==> src/rtl/dsdo_pkg.sv <==
`timescale 1ns / 1ps

package dsdo_pkg;

   localparam logic [11:0] FIRST_YEAR       = 12'd1900;
   localparam logic [11:0] LAST_YEAR        = 12'd2099;
   localparam logic [7:0]  DEFAULT_YEAR_IDX = 8'd100;
   localparam logic [7:0]  LAST_YEAR_IDX    = 8'd199;
   localparam logic [16:0] MAX_SERIAL       = 17'd73049;
   localparam logic [16:0] DAYS_PER_YEAR    = 17'd365;

   // Reciprocal of 365 scaled by 2**26, rounded up; exact for counts below 2**17.
   localparam logic [17:0] RECIP_365        = 18'd183860;
   localparam int          RECIP_SHIFT      = 26;

   localparam logic [3:0] MONTH_JAN = 4'd1;
   localparam logic [3:0] MONTH_FEB = 4'd2;
   localparam logic [3:0] MONTH_MAR = 4'd3;
   localparam logic [3:0] MONTH_APR = 4'd4;
   localparam logic [3:0] MONTH_MAY = 4'd5;
   localparam logic [3:0] MONTH_JUN = 4'd6;
   localparam logic [3:0] MONTH_JUL = 4'd7;
   localparam logic [3:0] MONTH_AUG = 4'd8;
   localparam logic [3:0] MONTH_SEP = 4'd9;
   localparam logic [3:0] MONTH_OCT = 4'd10;
   localparam logic [3:0] MONTH_NOV = 4'd11;
   localparam logic [3:0] MONTH_DEC = 4'd12;

   typedef struct packed {
      logic [16:0] rem;
      logic [16:0] serial;
      logic        saturated;
   } dsdo_days_type;

   typedef struct packed {
      logic [16:0] serial_day;
      logic [11:0] year_out;
      logic [3:0]  month_out;
      logic [4:0]  day_out;
      logic        saturated;
   } dsdo_result_type;

   // The index counts years from 1900; 1900 itself is not a leap year.
   function automatic logic year_leap(input logic [7:0] idx);
      year_leap = (idx[1:0] == 2'd0) && (idx != 8'd0);
   endfunction

   function automatic logic [5:0] leap_days(input logic [7:0] idx);
      logic [7:0] prev;
      prev = idx - 8'd1;
      leap_days = (idx == 8'd0) ? 6'd0 : prev[7:2];
   endfunction

   function automatic logic [16:0] year_start(input logic [7:0] idx);
      year_start = 17'(idx) * DAYS_PER_YEAR + 17'(leap_days(idx));
   endfunction

   function automatic logic [8:0] month_start(input logic [3:0] month, input logic leap);
      logic [8:0] base;
      case (month)
         MONTH_JAN: base = 9'd0;
         MONTH_FEB: base = 9'd31;
         MONTH_MAR: base = 9'd59;
         MONTH_APR: base = 9'd90;
         MONTH_MAY: base = 9'd120;
         MONTH_JUN: base = 9'd151;
         MONTH_JUL: base = 9'd181;
         MONTH_AUG: base = 9'd212;
         MONTH_SEP: base = 9'd243;
         MONTH_OCT: base = 9'd273;
         MONTH_NOV: base = 9'd304;
         MONTH_DEC: base = 9'd334;
         default:   base = 9'd0;
      endcase
      month_start = (leap && month > MONTH_FEB) ? base + 9'd1 : base;
   endfunction

   function automatic logic [4:0] days_in_month(input logic [3:0] month, input logic leap);
      case (month)
         MONTH_FEB: days_in_month = leap ? 5'd29 : 5'd28;
         MONTH_APR, MONTH_JUN, MONTH_SEP, MONTH_NOV: days_in_month = 5'd30;
         default:   days_in_month = 5'd31;
      endcase
   endfunction

endpackage

==> src/rtl/dsdo_req_if.sv <==
`timescale 1ns / 1ps

interface dsdo_req_if;
   logic               valid;
   logic               ready;
   logic [11:0]        year_in;
   logic [3:0]         month_in;
   logic [5:0]         day_in;
   logic signed [17:0] day_offset;

   modport source (output valid, output year_in, output month_in, output day_in,
                   output day_offset, input ready);
   modport sink (input valid, input year_in, input month_in, input day_in,
                 input day_offset, output ready);
endinterface

==> src/rtl/dsdo_rsp_if.sv <==
`timescale 1ns / 1ps

interface dsdo_rsp_if;
   logic        valid;
   logic        ready;
   logic [16:0] serial_day;
   logic [11:0] year_out;
   logic [3:0]  month_out;
   logic [4:0]  day_out;
   logic        saturated;

   modport source (output valid, output serial_day, output year_out, output month_out,
                   output day_out, output saturated, input ready);
   modport sink (input valid, input serial_day, input year_out, input month_out,
                 input day_out, input saturated, output ready);
endinterface

==> src/rtl/date_serial_day_offset.sv <==
`timescale 1ns / 1ps

// Channel   Port      Direction  Payload
// request   req_chan  sink       year_in, month_in, day_in, day_offset
// response  rsp_chan  source     serial_day, year_out, month_out, day_out, saturated
//
// One transaction per cycle sustained while the response side is ready. Each result
// passes through seven register stages: repair, serial sum, offset and clamp,
// year estimate by reciprocal multiply, year start, year correction, month and day.
// Reset clears only the stage valid bits. A stage takes a new transaction whenever it
// is empty or the stage after it moves, so a stall holds every transaction in place.

module date_serial_day_offset (
   input logic        clock,
   input logic        reset,
   dsdo_req_if.sink   req_chan,
   dsdo_rsp_if.source rsp_chan
);
   import dsdo_pkg::*;

   logic               s1_valid_ff, s2_valid_ff, s3_valid_ff;
   logic               s1_ready, s2_ready, s3_ready, dec_ready;

   logic               s1_year_ok, s1_month_ok, s1_day_ok;
   logic [7:0]         s1_idx_in, s1_idx_ff;
   logic [3:0]         s1_month_in, s1_month_ff;
   logic [4:0]         s1_dim;
   logic [4:0]         s1_day_in, s1_day_ff;
   logic               s1_leap_in, s1_leap_ff;
   logic signed [17:0] s1_offset_ff;

   logic [16:0]        s2_serial_in, s2_serial_ff;
   logic signed [17:0] s2_offset_ff;

   logic signed [18:0] s3_sum;
   dsdo_days_type      s3_days_in, s3_days_ff;

   dsdo_result_type    dec_result;
   logic               dec_valid;

   assign s3_ready      = ~s3_valid_ff | dec_ready;
   assign s2_ready      = ~s2_valid_ff | s3_ready;
   assign s1_ready      = ~s1_valid_ff | s2_ready;
   assign req_chan.ready = s1_ready;

   always_ff @(posedge clock) begin
      if (reset) begin
         s1_valid_ff <= 1'b0;
         s2_valid_ff <= 1'b0;
         s3_valid_ff <= 1'b0;
      end else begin
         if (s1_ready) s1_valid_ff <= req_chan.valid;
         if (s2_ready) s2_valid_ff <= s1_valid_ff;
         if (s3_ready) s3_valid_ff <= s2_valid_ff;
      end
   end

   // The year is repaired first, so the day is checked against the repaired year.
   always_comb begin
      s1_year_ok  = (req_chan.year_in >= FIRST_YEAR) && (req_chan.year_in <= LAST_YEAR);
      s1_idx_in   = s1_year_ok ? 8'(req_chan.year_in - FIRST_YEAR) : DEFAULT_YEAR_IDX;
      s1_leap_in  = year_leap(s1_idx_in);
      s1_month_ok = (req_chan.month_in >= MONTH_JAN) && (req_chan.month_in <= MONTH_DEC);
      s1_month_in = s1_month_ok ? req_chan.month_in : MONTH_JAN;
      s1_dim      = days_in_month(s1_month_in, s1_leap_in);
      s1_day_ok   = (req_chan.day_in != 6'd0) && (req_chan.day_in <= {1'b0, s1_dim});
      s1_day_in   = s1_day_ok ? req_chan.day_in[4:0] : 5'd1;
   end

   always_ff @(posedge clock) begin
      if (s1_ready && req_chan.valid) begin
         s1_idx_ff    <= s1_idx_in;
         s1_month_ff  <= s1_month_in;
         s1_day_ff    <= s1_day_in;
         s1_leap_ff   <= s1_leap_in;
         s1_offset_ff <= req_chan.day_offset;
      end
   end

   assign s2_serial_in = year_start(s1_idx_ff) + 17'(month_start(s1_month_ff, s1_leap_ff))
                         + 17'(s1_day_ff);

   always_ff @(posedge clock) begin
      if (s2_ready && s1_valid_ff) begin
         s2_serial_ff <= s2_serial_in;
         s2_offset_ff <= s1_offset_ff;
      end
   end

   always_comb begin
      s3_sum            = $signed({2'b00, s2_serial_ff}) + 19'(s2_offset_ff);
      s3_days_in.serial = s2_serial_ff;
      if (s3_sum < 19'sd1) begin
         s3_days_in.rem       = 17'd0;
         s3_days_in.saturated = 1'b1;
      end else if (s3_sum > $signed({2'b00, MAX_SERIAL})) begin
         s3_days_in.rem       = MAX_SERIAL - 17'd1;
         s3_days_in.saturated = 1'b1;
      end else begin
         s3_days_in.rem       = s3_sum[16:0] - 17'd1;
         s3_days_in.saturated = 1'b0;
      end
   end

   always_ff @(posedge clock) begin
      if (s3_ready && s2_valid_ff) begin
         s3_days_ff <= s3_days_in;
      end
   end

   dsdo_decode u_decode (
      .clock     (clock),
      .reset     (reset),
      .in_valid  (s3_valid_ff),
      .in_ready  (dec_ready),
      .in_data   (s3_days_ff),
      .out_valid (dec_valid),
      .out_ready (rsp_chan.ready),
      .out_data  (dec_result)
   );

   assign rsp_chan.valid      = dec_valid;
   assign rsp_chan.serial_day = dec_result.serial_day;
   assign rsp_chan.year_out   = dec_result.year_out;
   assign rsp_chan.month_out  = dec_result.month_out;
   assign rsp_chan.day_out    = dec_result.day_out;
   assign rsp_chan.saturated  = dec_result.saturated;

endmodule

==> src/rtl/dsdo_decode.sv <==
`timescale 1ns / 1ps

module dsdo_decode (
   input  logic                      clock,
   input  logic                      reset,
   input  logic                      in_valid,
   output logic                      in_ready,
   input  dsdo_pkg::dsdo_days_type   in_data,
   output logic                      out_valid,
   input  logic                      out_ready,
   output dsdo_pkg::dsdo_result_type out_data
);
   import dsdo_pkg::*;

   logic        d1_valid_ff, d2_valid_ff, d3_valid_ff, d4_valid_ff;
   logic        d1_ready, d2_ready, d3_ready, d4_ready;

   logic [34:0] d1_prod;
   logic [7:0]  d1_idx_in, d1_idx_ff;
   logic [16:0] d1_rem_ff, d1_serial_ff;
   logic        d1_sat_ff;

   logic [16:0] d2_start_in, d2_start_ff, d2_prev_in, d2_prev_ff;
   logic [7:0]  d2_idx_ff;
   logic [16:0] d2_rem_ff, d2_serial_ff;
   logic        d2_sat_ff;

   logic [7:0]  d3_idx_in, d3_idx_ff;
   logic [16:0] d3_base, d3_diff;
   logic [8:0]  d3_doy_in, d3_doy_ff;
   logic        d3_leap_in, d3_leap_ff;
   logic [16:0] d3_serial_ff;
   logic        d3_sat_ff;

   logic [3:0]  d4_month;
   logic [8:0]  d4_day_full;
   dsdo_result_type d4_result_in, d4_result_ff;

   assign d4_ready = ~d4_valid_ff | out_ready;
   assign d3_ready = ~d3_valid_ff | d4_ready;
   assign d2_ready = ~d2_valid_ff | d3_ready;
   assign d1_ready = ~d1_valid_ff | d2_ready;
   assign in_ready = d1_ready;

   always_ff @(posedge clock) begin
      if (reset) begin
         d1_valid_ff <= 1'b0;
         d2_valid_ff <= 1'b0;
         d3_valid_ff <= 1'b0;
         d4_valid_ff <= 1'b0;
      end else begin
         if (d1_ready) d1_valid_ff <= in_valid;
         if (d2_ready) d2_valid_ff <= d1_valid_ff;
         if (d3_ready) d3_valid_ff <= d2_valid_ff;
         if (d4_ready) d4_valid_ff <= d3_valid_ff;
      end
   end

   // First guess of the year from the day count divided by 365.
   always_comb begin
      d1_prod   = 35'(in_data.rem) * 35'(RECIP_365);
      d1_idx_in = d1_prod[RECIP_SHIFT+7:RECIP_SHIFT];
      if (d1_idx_in > LAST_YEAR_IDX) begin
         d1_idx_in = LAST_YEAR_IDX;
      end
   end

   always_ff @(posedge clock) begin
      if (d1_ready && in_valid) begin
         d1_idx_ff    <= d1_idx_in;
         d1_rem_ff    <= in_data.rem;
         d1_serial_ff <= in_data.serial;
         d1_sat_ff    <= in_data.saturated;
      end
   end

   assign d2_start_in = year_start(d1_idx_ff);
   assign d2_prev_in  = year_start(d1_idx_ff - 8'd1);

   always_ff @(posedge clock) begin
      if (d2_ready && d1_valid_ff) begin
         d2_start_ff  <= d2_start_in;
         d2_prev_ff   <= d2_prev_in;
         d2_idx_ff    <= d1_idx_ff;
         d2_rem_ff    <= d1_rem_ff;
         d2_serial_ff <= d1_serial_ff;
         d2_sat_ff    <= d1_sat_ff;
      end
   end

   // The guess is at most one year too high.
   always_comb begin
      if (d2_start_ff > d2_rem_ff) begin
         d3_idx_in = d2_idx_ff - 8'd1;
         d3_base   = d2_prev_ff;
      end else begin
         d3_idx_in = d2_idx_ff;
         d3_base   = d2_start_ff;
      end
      d3_diff    = d2_rem_ff - d3_base;
      d3_doy_in  = d3_diff[8:0];
      d3_leap_in = year_leap(d3_idx_in);
   end

   always_ff @(posedge clock) begin
      if (d3_ready && d2_valid_ff) begin
         d3_idx_ff    <= d3_idx_in;
         d3_doy_ff    <= d3_doy_in;
         d3_leap_ff   <= d3_leap_in;
         d3_serial_ff <= d2_serial_ff;
         d3_sat_ff    <= d2_sat_ff;
      end
   end

   always_comb begin
      d4_month = MONTH_JAN;
      for (int m = 2; m <= 12; m++) begin
         if (d3_doy_ff >= month_start(4'(m), d3_leap_ff)) begin
            d4_month = 4'(m);
         end
      end
      d4_day_full             = d3_doy_ff - month_start(d4_month, d3_leap_ff) + 9'd1;
      d4_result_in.serial_day = d3_serial_ff;
      d4_result_in.year_out   = FIRST_YEAR + 12'(d3_idx_ff);
      d4_result_in.month_out  = d4_month;
      d4_result_in.day_out    = d4_day_full[4:0];
      d4_result_in.saturated  = d3_sat_ff;
   end

   always_ff @(posedge clock) begin
      if (d4_ready && d3_valid_ff) begin
         d4_result_ff <= d4_result_in;
      end
   end

   assign out_valid = d4_valid_ff;
   assign out_data  = d4_result_ff;

endmodule

==> src/flat_wrapper.sv <==
// flat-port wrapper written by rule: the top's interface ports become plain ports
module date_serial_day_offset_flat import dsdo_pkg::*;
  (clock, reset, req_chan_valid, req_chan_year_in, req_chan_month_in, req_chan_day_in, req_chan_day_offset, req_chan_ready, rsp_chan_valid, rsp_chan_serial_day, rsp_chan_year_out, rsp_chan_month_out, rsp_chan_day_out, rsp_chan_saturated, rsp_chan_ready);
  dsdo_req_if req_chan_i ();
  dsdo_rsp_if rsp_chan_i ();
  input logic clock;
  input logic reset;
  input wire logic [$bits(req_chan_i.valid)-1:0] req_chan_valid;
  input wire logic [$bits(req_chan_i.year_in)-1:0] req_chan_year_in;
  input wire logic [$bits(req_chan_i.month_in)-1:0] req_chan_month_in;
  input wire logic [$bits(req_chan_i.day_in)-1:0] req_chan_day_in;
  input wire logic [$bits(req_chan_i.day_offset)-1:0] req_chan_day_offset;
  output wire logic [$bits(req_chan_i.ready)-1:0] req_chan_ready;
  output wire logic [$bits(rsp_chan_i.valid)-1:0] rsp_chan_valid;
  output wire logic [$bits(rsp_chan_i.serial_day)-1:0] rsp_chan_serial_day;
  output wire logic [$bits(rsp_chan_i.year_out)-1:0] rsp_chan_year_out;
  output wire logic [$bits(rsp_chan_i.month_out)-1:0] rsp_chan_month_out;
  output wire logic [$bits(rsp_chan_i.day_out)-1:0] rsp_chan_day_out;
  output wire logic [$bits(rsp_chan_i.saturated)-1:0] rsp_chan_saturated;
  input wire logic [$bits(rsp_chan_i.ready)-1:0] rsp_chan_ready;
  assign req_chan_i.valid = req_chan_valid;
  assign req_chan_i.year_in = req_chan_year_in;
  assign req_chan_i.month_in = req_chan_month_in;
  assign req_chan_i.day_in = req_chan_day_in;
  assign req_chan_i.day_offset = req_chan_day_offset;
  assign req_chan_ready = req_chan_i.ready;
  assign rsp_chan_valid = rsp_chan_i.valid;
  assign rsp_chan_serial_day = rsp_chan_i.serial_day;
  assign rsp_chan_year_out = rsp_chan_i.year_out;
  assign rsp_chan_month_out = rsp_chan_i.month_out;
  assign rsp_chan_day_out = rsp_chan_i.day_out;
  assign rsp_chan_saturated = rsp_chan_i.saturated;
  assign rsp_chan_i.ready = rsp_chan_ready;
  date_serial_day_offset u_core (.clock(clock), .reset(reset), .req_chan(req_chan_i), .rsp_chan(rsp_chan_i));
endmodule
==> config.mk <==
export PLATFORM = sky130hd
export DESIGN_NAME = date_serial_day_offset_flat
export DESIGN_NICKNAME = d
export VERILOG_FILES = /design/src/rtl/dsdo_pkg.sv /design/src/rtl/dsdo_req_if.sv /design/src/rtl/dsdo_rsp_if.sv /design/src/rtl/date_serial_day_offset.sv /design/src/rtl/dsdo_decode.sv /design/src/flat_wrapper.sv
export SDC_FILE = /design/constraint.sdc
export NUM_CORES = 1
export LEC_CHECK = 0
export ABC_CLOCK_PERIOD_IN_PS = 11700
export BUFFER_PORTS_ARGS = -buffer_cell sky130_fd_sc_hd__buf_2
export CORE_ASPECT_RATIO = 1.4
export CORE_MARGIN = 3
export CORE_UTILIZATION = 60
export CTS_CLUSTER_DIAMETER = 80
export DETAILED_ROUTE_END_ITERATION = 8
export PLACE_DENSITY = 0.78
export SYNTH_ARGS = -nofsm -noshare
export SYNTH_HDL_FRONTEND = slang
export SYNTH_SLANG_ARGS = --single-unit
==> constraint.sdc <==
create_clock -name clock -period 11.7 [get_ports clock]
set_clock_uncertainty 0.05 [all_clocks]
set_input_delay 0 -clock clock [delete_from_list [all_inputs] [get_ports clock]]
set_output_delay 0 -clock clock [all_outputs]
set_load 0.03 [all_outputs]
==> flow_metrics.tcl, run 1 <==
set metrics [dict create \
    cp_data_required_time_ps 11960 \
    synth.most_common_cell "inv_1" \
    critPathBufInv 4 \
    finalNetCount 2835 \
    grt_pass1_wl_um 79120 \
    wl_met1_um 17790 \
    post-place-ws_ps 5442 \
    pin_count 85 \
    grt-ovfl-total 0 \
    fill_cells 2786 \
    rsz0062_at_grt "no" \
    crit_path_frequent_cell "fa_1" \
    path_cells "ha_1 -> inv_1 -> fa_1 -> inv_1 -> fa_1 -> fa_1 -> fa_1 -> inv_1 -> fa_1 -> inv_1 -> ha_1 -> a21o_1 -> a21o_1 -> a21o_1 -> a21oi_1 -> a21oi_1 -> a21oi_1 -> o21ai_0 -> xor2_1 -> a21oi_1" \
    grt_pass1_vias 16580 \
    routed-wl-met3_um 1732 \
    start_util 0.6144 \
    grt_antenna_before_repair 0 \
    yosys-top-cells-count "inv_1 (413), ha_1 (372), edfxtp_1 (293), fa_1 (175), nor2_1 (104)" \
    ff_latch_area_um2 9119 \
    synth_nets 2676 \
    numCtsBuffers 31 \
    synth_area_leader_cell "edfxtp_1" \
    cts_root_buffer "clkbuf_16" \
    drv_slew 0 \
    drive_gt1_frac 0.07713 \
    die-area_um2 42320 \
    clk_latency_ps 590 \
    ctsResizeCount 0 \
    end_kind "flop" \
    die_w_um 174.7 \
    r2r_setup_slack_ps 5460 \
    syn_inst 2085 \
    critPathSlowestCell "edfxtp_1" \
    hp-class "input port to flop" \
    yosysSeqAreaShare 0.3813 \
    fmax_mhz 160.3 \
    cts_sinks 309 \
    min_period_ps 6239 \
    grt_max_degree 70 \
    cts_tree "done" \
    crit_path_max_fanout 11 \
    drc_errors 0 \
    cp-start-kind "flop" \
    clockBufferDepth 3 \
    synth-edff-count 293 \
    synth_flop_cell "edfxtp_1" \
    synth_top_area_frac 0.3679 \
    status "complete, no violations" \
    timing.max_cap.violations 0 \
    antenna_left 0 \
    track_usage 0.2284 \
    relSlewSlack 0.2734 \
    cp_top_family "adder cells" \
    path_class "flop to flop" \
    routed_wl_um 47040 \
    worst_pin_slew_ps 1076 \
    met2WireLength_um 25860 \
    core_um2 38920 \
    slowest_delay_ps 620 \
    rows 85 \
    htreeDepth 1 \
    syn_area_um2 23910 \
    arrival_ps 6500 \
    io_buffers 84 \
    timing.final.crit_share 0.5333 \
    synth_seq_cells 309 \
    setup_viol 0 \
    multi_input_area_um2 13220 \
    vias 15360 \
    finalSetupTns_ps 0 \
    drt_iter0_drc 828 \
    hold_viol 0 \
    dpl.hpwl_um 36920 \
    avgViaCountPerCell 5.503 \
    dr.pass1.iters 7 \
    avgSynthCellArea_um2 11.47 \
    ys.warnings.count 0 \
    diodes 0 \
    post-route-util 0.6860 \
    top_layer_used "met4" \
    cts_setup_buffers 0 \
    syn2layout_area_growth_pct 11.65 \
    synthTopCellsByArea "edfxtp_1 (37%), ha_1 (19%), fa_1 (15%)" \
    async_flop_share 0 \
    globalplace.congestion 0.9202 \
    clk_pin_slew_ps 70 \
    setup_ws_ps 5461 \
    die_y_um 242.2 \
    synth.distinct_cells 74 \
    wl_per_cell_um 16.85 \
]
[logic make-up after synthesis]
| logic type | after synthesis | share of synthesized area |
|---|---|---|
| adder cells (fa/ha/maj) | 547 | 0.3411 |
| buffers and inverters | 433 | 0.06828 |
| AND/OR/NAND/NOR | 358 | 0.07560 |
| flip-flops | 309 | 0.3813 |
| AO/OA/AOI/OAI | 299 | 0.08136 |
| XOR/XNOR | 117 | 0.04285 |
| multiplexers | 22 | 0.009470 |
[cells in the final DEF (no fill, tap or decap), types with 20 or more instances in the layout]
cell type,Yosys,layout
inv_1,413,413
ha_1,372,372
edfxtp_1,293,293
fa_1,175,175
nor2_1,104,104
a21oi_1,94,94
xnor2_1,88,88
buf_2,3,84
nand2_1,75,75
o21ai_0,57,57
dlygate4sd3_1,0,56
a21o_1,38,38
clkbuf_16,0,31
xor2_1,29,29
nand3_1,26,26
nor3_1,20,20
[per-layer routing]
layer	vias to the layer above	global-route usage
met5	-	0
met1	7472	0.2600
met2	359	0.4380
met3	117	0.02415
li1	7412	-
met4	0	0.08220
[cell type report]
type	instances	area share
Clock buffer	34	0.02948
Inverter	414	0.05820
Sequential cell	309	0.3415
Timing Repair Buffer	145	0.03814
Clock inverter	24	0.01298
Multi-Input combinational cell	1343	0.4952
Tap cell	522	0.02446
[through the flow]
stage / hold WS, ps / instances / instance area [µm²]
3_3_place_gp: 126.0 / 2677 / 25010
6_report: 58.93 / 2791 / 26700
2_1_floorplan: 19.07 / 2085 / 23910
4_1_cts: 41.71 / 2791 / 26700
5_1_grt: 51.57 / 2791 / 26700
3_5_place_dp: 128.8 / 2677 / 25010
[sequential cells by signal (all words and copies together), names as in the netlist, 4 cells and up, named ones only]
name / flops
u_core.u_decode.d1_rem_ff: 17
u_core.u_decode.d1_idx_ff: 8
u_core.s1_offset_ff: 18
u_core.s1_idx_ff: 8
u_core.u_decode.d2_serial_ff: 17
u_core.u_decode.d3_doy_ff: 9
u_core.u_decode.d3_idx_ff: 8
u_core.s2_serial_ff: 17
u_core.s1_day_ff: 5
u_core.u_decode.out_data: 39
u_core.s2_offset_ff: 18
u_core.u_decode.d2_prev_ff: 9
u_core.s3_days_ff: 35
u_core.u_decode.d2_rem_ff: 17
u_core.u_decode.d3_serial_ff: 17
u_core.u_decode.d1_serial_ff: 17
u_core.u_decode.d2_start_ff: 17
u_core.s1_month_ff: 4
u_core.u_decode.d2_idx_ff: 8
[worst paths after layout]
kind,startpoint,to,depth (start not counted)
hold reg to reg,u_core.u_decode.d1_rem_ff[13],u_core.u_decode.d2_rem_ff[13],0
hold / removal,req_chan_day_offset[14],u_core.s1_offset_ff[14],2
setup reg to reg,u_core.s3_days_ff[25],u_core.u_decode.d1_idx_ff[4],20
setup / recovery,u_core.s3_days_ff[25],u_core.u_decode.d1_idx_ff[4],20
[what timing repair did]
| item | in CTS | in global routing |
|---|---|---|
| hold endpoints to repair | 43 | 0 |
| endpoints found under the setup margin | 0 | 0 |
| hold buffers | 56 | 0 |
Power of run 1 is not shown: default switching activity piles up to over one toggle a cycle in this logic, so the estimate is an artifact.
==> run 2, diff against run 1 <==
--- a/config.mk
+++ b/config.mk
@@ -5,14 +5,15 @@
 export SDC_FILE = /design/constraint.sdc
 export NUM_CORES = 1
 export LEC_CHECK = 0
-export ABC_CLOCK_PERIOD_IN_PS = 11700
+export ABC_AREA = 1
+export ABC_CLOCK_PERIOD_IN_PS = 5900
 export BUFFER_PORTS_ARGS = -buffer_cell sky130_fd_sc_hd__buf_2
 export CORE_ASPECT_RATIO = 1.4
 export CORE_MARGIN = 3
 export CORE_UTILIZATION = 60
 export CTS_CLUSTER_DIAMETER = 80
 export DETAILED_ROUTE_END_ITERATION = 8
-export PLACE_DENSITY = 0.78
+export PLACE_DENSITY = 0.77
 export SYNTH_ARGS = -nofsm -noshare
 export SYNTH_HDL_FRONTEND = slang
 export SYNTH_SLANG_ARGS = --single-unit
==> constraint.sdc (replaced) <==
create_clock -name clock -period 5.9 [get_ports clock]
set_clock_uncertainty 0.05 [all_clocks]
set_input_delay 0 -clock clock [delete_from_list [all_inputs] [get_ports clock]]
set_output_delay 0 -clock clock [all_outputs]
set_load 0.03 [all_outputs]
==> run 2 against run 1 <==
Effect of this change:
- worst hold slack worse by 14 ps
- final cell count is 15% higher
- first-iteration DRC count is 13% higher
- via count up 12%
- utilization is 0.45 points higher
- area after synthesis up 3.5%
- global-route usage up 1.2 points
- critical path type unchanged
- largest cell class unchanged
- highest routed layer unchanged
==> flow_metrics.tcl, run 2 <==
set metrics [dict create \
    status "complete, no violations" \
    drc_errors 0 \
    yosysSeqAreaShare 0.3685 \
    syn_area_um2 24750 \
    r2r_start "u_core.s3_days_ff[24]" \
    grt_pass1_wl_um 84880 \
    cts_tree "done" \
    async_flop_share 0 \
    setup_viol 0 \
    track_usage 0.2403 \
    synth-edff-count 293 \
    r2r_cells 21 \
    numCtsBuffers 29 \
    antenna_left 0 \
    final_cell_mix "inv_1 (551), ha_1 (362), nand2_1 (304)" \
    start_util 0.6111 \
    die_y_um 246.3 \
    relSlewSlack 0.2120 \
    r2r_setup_slack_ps 250 \
    globalplace.congestion 0.9131 \
    grt-ovfl-total 0 \
    min_period_ps 5650 \
    timing.max_cap.violations 0 \
    grt_antenna_before_repair 0 \
    synth_seq_cells 309 \
    cts_root_buffer "clkbuf_16" \
    synth.distinct_cells 59 \
    cp_data_required_time_ps 6150 \
    synth_top_area_frac 0.3555 \
    finalNetCount 3251 \
    placed_cell_area_um2 26030 \
    vias 17190 \
    end_kind "flop" \
    drv_slew 0 \
    synth.most_common_cell "inv_1" \
    grt_pass1_vias 18010 \
    holdCritStartpoint "req_chan_year_in[11]" \
    arrival_ps 5900 \
    synthTopCellsByArea "edfxtp_1 (36%), ha_1 (19%), fa_1 (14%)" \
    largest_reg_flops 39 \
    grt_max_degree 70 \
    die-area_um2 43750 \
    drt_iter0_drc 934 \
    syn2layout_area_growth_pct 12.98 \
    avgSynthCellArea_um2 10.15 \
    synth_area_leader_cell "edfxtp_1" \
    syn_inst 2439 \
    core_um2 40490 \
    htreeDepth 1 \
    yosys-top-cells-count "inv_1 (557), ha_1 (372), nand2_1 (307), edfxtp_1 (293), fa_1 (175)" \
    fmax_mhz 177.0 \
    hold_viol 0 \
    synth_nets 3030 \
    routed_wl_um 51930 \
    layout_commonest_cell "inv_1" \
    diodes 0 \
    timing.hold.ws_ps 44.98 \
    post-route-util 0.6904 \
    dr.pass1.iters 5 \
    cp-start-kind "flop" \
    dpl.hpwl_um 41650 \
    rows 87 \
    multi_input_area_um2 13660 \
    ys.warnings.count 0 \
    synth_flop_cell "edfxtp_1" \
    hp-class "input port to flop" \
    holdPathStages 5 \
    clockBufferDepth 3 \
    io_buffers 84 \
    ff_latch_area_um2 9119 \
    pin_count 85 \
    wl_per_cell_um 16.14 \
    clk_latency_ps 580 \
    worstHoldEndpoint "u_core.s1_idx_ff[3]" \
    crit_path_max_fanout 6 \
    drive_gt1_frac 0.1055 \
    fill_cells 2998 \
    cts_sinks 309 \
    clk_pin_slew_ps 70 \
    timing.final.crit_share 0.9576 \
    avgViaCountPerCell 5.342 \
    design_area_um2 27960 \
    r2r-end "u_core.u_decode.d1_idx_ff[2]" \
    path_class "flop to flop" \
    worst_pin_slew_ps 1179 \
    die_w_um 177.6 \
]
==> run 2: cell count changes after synthesis, sizes merged, moves of 14 or more <==
| cell | delta |
|---|---|
| o21ai | +14 |
| xnor2 | -54 |
| a21o | -28 |
| xor2 | +51 |
| nand2 | +254 |
| nand3 | +52 |
| and3 | -19 |
| a21oi | +14 |
| nor2 | +70 |
| and2 | -16 |
| inv | +148 |
| nor2b | -21 |
==> run 2: repair_timing <==
| item | in CTS | in global routing |
|---|---|---|
| buffers inserted | 0 | 30 |
| hold buffers | 55 | 0 |
| endpoints found under the setup margin | 1 | 11 |
| pin swaps | 0 | 23 |
| gates cloned | 0 | 0 |
| hold endpoints to repair | 48 | 0 |
| gates resized for setup | 1 | 36 |
==> run 2: kinds of logic after synthesis <==
kind of cell    after synthesis  share of synthesized area
buf+inv                     568                    0.08651
mux                           7                   0.002882
flops                       309                     0.3685
fa+ha+maj                   547                     0.3297
xor+xnor                    114                    0.04065
simple gates                664                     0.1198
compound gates              230                    0.05203
==> run 2: final cells by class <==
type                            count  area share
Timing Repair Buffer              196     0.05030
Multi-Input combinational cell   1562      0.4885
Sequential cell                   309      0.3262
Clock buffer                       32     0.02636
Clock inverter                     22    0.009309
Tap cell                          534     0.02390
Inverter                          562     0.07550
==> run 2: worst max-delay path by stage <==
stage	end	depth (start not counted)	slack (ps)	startpoint
6_report	u_core.u_decode.d1_idx_ff[2]	21	250	u_core.s3_days_ff[24]
5_1_grt	u_core.u_decode.d1_idx_ff[2]	25	-40	u_core.s3_days_ff[24]
3_3_place_gp	u_core.u_decode.d1_idx_ff[2]	25	120	u_core.s3_days_ff[24]
3_5_place_dp	u_core.s2_serial_ff[16]	24	-40	u_core.s1_month_ff[0]
4_1_cts	u_core.u_decode.d1_idx_ff[2]	20	8	u_core.s3_days_ff[24]
2_1_floorplan	u_core.u_decode.d1_idx_ff[2]	20	460	u_core.s3_days_ff[24]
==> run 2: critical path: stages (launching register included) <==
cell and delay [ps]:
edfxtp_1 520, buf_6 180, fa_1 550, ha_2 280
fa_1 500, fa_1 440, fa_1 550, inv_1 60
fa_1 530, inv_1 70, ha_4 250, a21oi_1 180
a21oi_1 90, nor2_1 130, nor2_1 60, nor3_1 170
o21ai_1 110, a21oi_2 140, xor2_1 200, nand3_1 150
nand2_2 110, o21ai_1 70
==> run 2: per-stage QoR <==
stage                     TNS [ps]  cells  setup slack, ps
final                            0   3217            250.2
after global routing        -68.91   3217           -42.72
after global placement           0   3078            118.1
after detailed placement    -43.91   3078           -43.91
after CTS                        0   3187            8.324
after floorplan                  0   2439            459.5
==> run 2: layer usage <==
metal  up-vias  wire length, µm  GRT usage
met5         -                0          0
met4         0             1677    0.07767
met3       118             2011    0.02251
met2       433            27900     0.4567
met1      8305            20340     0.2822
li1       8329                -          -
Power of run 2 is left out for the same reason.
==> run 3, diff against run 2 <==
--- a/config.mk
+++ b/config.mk
@@ -6,14 +6,14 @@
 export NUM_CORES = 1
 export LEC_CHECK = 0
 export ABC_AREA = 1
-export ABC_CLOCK_PERIOD_IN_PS = 5900
+export ABC_CLOCK_PERIOD_IN_PS = 4700
 export BUFFER_PORTS_ARGS = -buffer_cell sky130_fd_sc_hd__buf_2
 export CORE_ASPECT_RATIO = 1.4
 export CORE_MARGIN = 3
-export CORE_UTILIZATION = 60
+export CORE_UTILIZATION = 58
 export CTS_CLUSTER_DIAMETER = 80
 export DETAILED_ROUTE_END_ITERATION = 8
-export PLACE_DENSITY = 0.77
+export PLACE_DENSITY = 0.78
 export SYNTH_ARGS = -nofsm -noshare
 export SYNTH_HDL_FRONTEND = slang
 export SYNTH_SLANG_ARGS = --single-unit
==> constraint.sdc (replaced) <==
create_clock -name clock -period 4.7 [get_ports clock]
set_clock_uncertainty 0.05 [all_clocks]
set_input_delay 0 -clock clock [delete_from_list [all_inputs] [get_ports clock]]
set_output_delay 0 -clock clock [all_outputs]
set_load 0.03 [all_outputs]
==> run 3 against run 2 <==
Effect of this change:
- the flow now finishes with violations (setup timing)
- via count is 6.7% higher
- setup slack worse by 1100 ps
- routed wire length is 14% higher
- sequential cell count stayed put
- final area is 11% higher
- die area is 3.3% higher
- maximum frequency is 2.5% higher
- first-iteration DRC count is 8.5% higher
- worst hold slack worse by 4.8 ps
- register-to-register slack worse by 1100 ps
- sequential share of layout area is 3.2 points lower
==> flow_metrics.tcl, run 3 (synthesized netlist as in run 2, its figures left out) <==
set metrics [dict create \
    rows 88 \
    core_um2 41730 \
    largest_reg_flops 39 \
    htreeDepth 1 \
    diodes 0 \
    numCtsBuffers 30 \
    arrival_ps 5780 \
    path_cells "ha_4 -> fa_1 -> fa_1 -> fa_1 -> inv_1 -> fa_1 -> fa_1 -> inv_2 -> ha_4 -> a21oi_2 -> o21ai_1 -> nor2_1 -> nor2_1 -> nor3_1 -> o21ai_1 -> a21oi_1 -> xor2_1 -> nand3_2 -> nand2_2 -> o21ai_2" \
    drc_errors 0 \
    die_y_um 250.4 \
    slowest_delay_ps 550 \
    layout_commonest_cell "inv_1" \
    r2r_setup_slack_ps -810 \
    path_class "flop to flop" \
    crit_path_frequent_cell "fa_1" \
    wl_per_cell_um 17.04 \
    die_w_um 180.6 \
    finalNetCount 3488 \
    status "finished, violations left" \
    cts_tree "done" \
    dpl.hpwl_um 44120 \
    globalplace.congestion 0.9628 \
    hold_viol 0 \
    drive_gt1_frac 0.2581 \
    post-route-util 0.7441 \
    antenna_left 0 \
    timing.max_cap.violations 0 \
    dr.pass1.iters 6 \
    relSlewSlack 0.1931 \
    clockBufferDepth 3 \
    r2r_start "u_core.s3_days_ff[20]" \
    routed_wl_um 58970 \
    grt_max_degree 48 \
    grt_antenna_before_repair 0 \
    rsz0062_at_grt "yes" \
    setup_viol 22 \
    design_area_um2 31050 \
    grt-ovfl-total 0 \
    fmax_mhz 181.5 \
    crit_path_end "u_core.u_decode.d1_idx_ff[2]" \
    grt_pass1_wl_um 93250 \
    syn2layout_area_growth_pct 25.48 \
    fill_cells 2646 \
    cts_sinks 309 \
    critPathSlowestCell "fa_1" \
    track_usage 0.2516 \
    die-area_um2 45210 \
    clk_latency_ps 600 \
    min_period_ps 5510 \
    placed_cell_area_um2 27900 \
    failed_checks "setup timing" \
    drv_slew 0 \
    crit_path_max_fanout 5 \
    worst_pin_slew_ps 1208 \
    clk_pin_slew_ps 70 \
    cts_root_buffer "clkbuf_16" \
    setup_ws_ps -810.0 \
    grt_pass1_vias 19590 \
    r2r_cells 20 \
    final_cell_mix "inv_1 (504), ha_1 (310), edfxtp_1 (293)" \
    cp_data_required_time_ps 4970 \
    timing.final.crit_share 1.172 \
    cp-start-kind "flop" \
    avgViaCountPerCell 5.296 \
    end_kind "flop" \
    pin_count 85 \
    hp-class "input port to flop" \
    r2r-end "u_core.u_decode.d1_idx_ff[2]" \
    start_util 0.5930 \
    io_buffers 84 \
    vias 18330 \
    drt_iter0_drc 1013 \
    crit_path_start "u_core.s3_days_ff[20]" \
]
## run 3: timing repair
action | 4_1_cts | 5_1_grt
gates resized for setup | 85 | 176
buffers inserted | 35 | 41
endpoints found under the hold margin | 50 | 0
endpoints found under the setup margin | 25 | 31
pin swaps | 75 | 142
cloned | 0 | 0
hold buffers | 56 | 0
## run 3: routing by layer
metal	vias to the layer above	part of all wire	GRT usage
met1	8884	0.37	0.2843
met3	136	0.040	0.02615
met2	489	0.56	0.4953
met5	-	0	0
li1	8821	-	-
met4	0	0.032	0.07417
## run 3: area by class of cell
class	count	area [µm²]	share of cell area
Sequential cell	309	9121	0.2938
Timing Repair Buffer	432	3248	0.1046
Inverter	562	2113	0.06806
Multi-Input combinational cell	1562	14840	0.4779
Tap cell	540	675.6	0.02176
Clock buffer	37	797.0	0.02567
Clock inverter	19	257.7	0.008301
## run 3: worst max-delay path, delay by kind of cell (launching register included)
kind | cells | cell delay [ps]
DFF | 1 | 530
xor gates and xnor gates | 1 | 250
and+or+nand+nor | 5 | 660
buffers and inverters | 2 | 100
AOI/OAI and AO/OA | 5 | 560
adders and majority gates | 7 | 3080
## run 3: worst min-delay path by stage
| stage | start | to | slack (ps) | cells after the start |
|---|---|---|---|---|
| 2_1_floorplan | reset | u_core.s1_valid_ff | 20 | 1 |
| 3_3_place_gp | req_chan_day_offset[5] | u_core.s1_offset_ff[5] | 130 | 1 |
| 6_report | req_chan_year_in[9] | u_core.s1_idx_ff[1] | 40 | 5 |
| 4_1_cts | req_chan_year_in[9] | u_core.s1_idx_ff[1] | 1 | 5 |
| 5_1_grt | req_chan_day_offset[5] | u_core.s1_offset_ff[5] | 30 | 2 |
| 3_5_place_dp | req_chan_day_offset[10] | u_core.s1_offset_ff[10] | 130 | 1 |
## run 3: stage by stage
| stage | std cells | setup TNS (ps) | hold slack [ps] | setup WS (ps) |
|---|---|---|---|---|
| after floorplan | 2439 | -3340 | 19.07 | -486.5 |
| after global placement | 3284 | -7152 | 126.0 | -672.5 |
| after detailed placement | 3284 | -9546 | 128.1 | -800.7 |
| after CTS | 3426 | -8303 | 1.088 | -799.9 |
| after global routing | 3461 | -14780 | 34.37 | -1023 |
| final | 3461 | -9929 | 40.18 | -810.0 |
Power of run 3 is left out for the same reason.
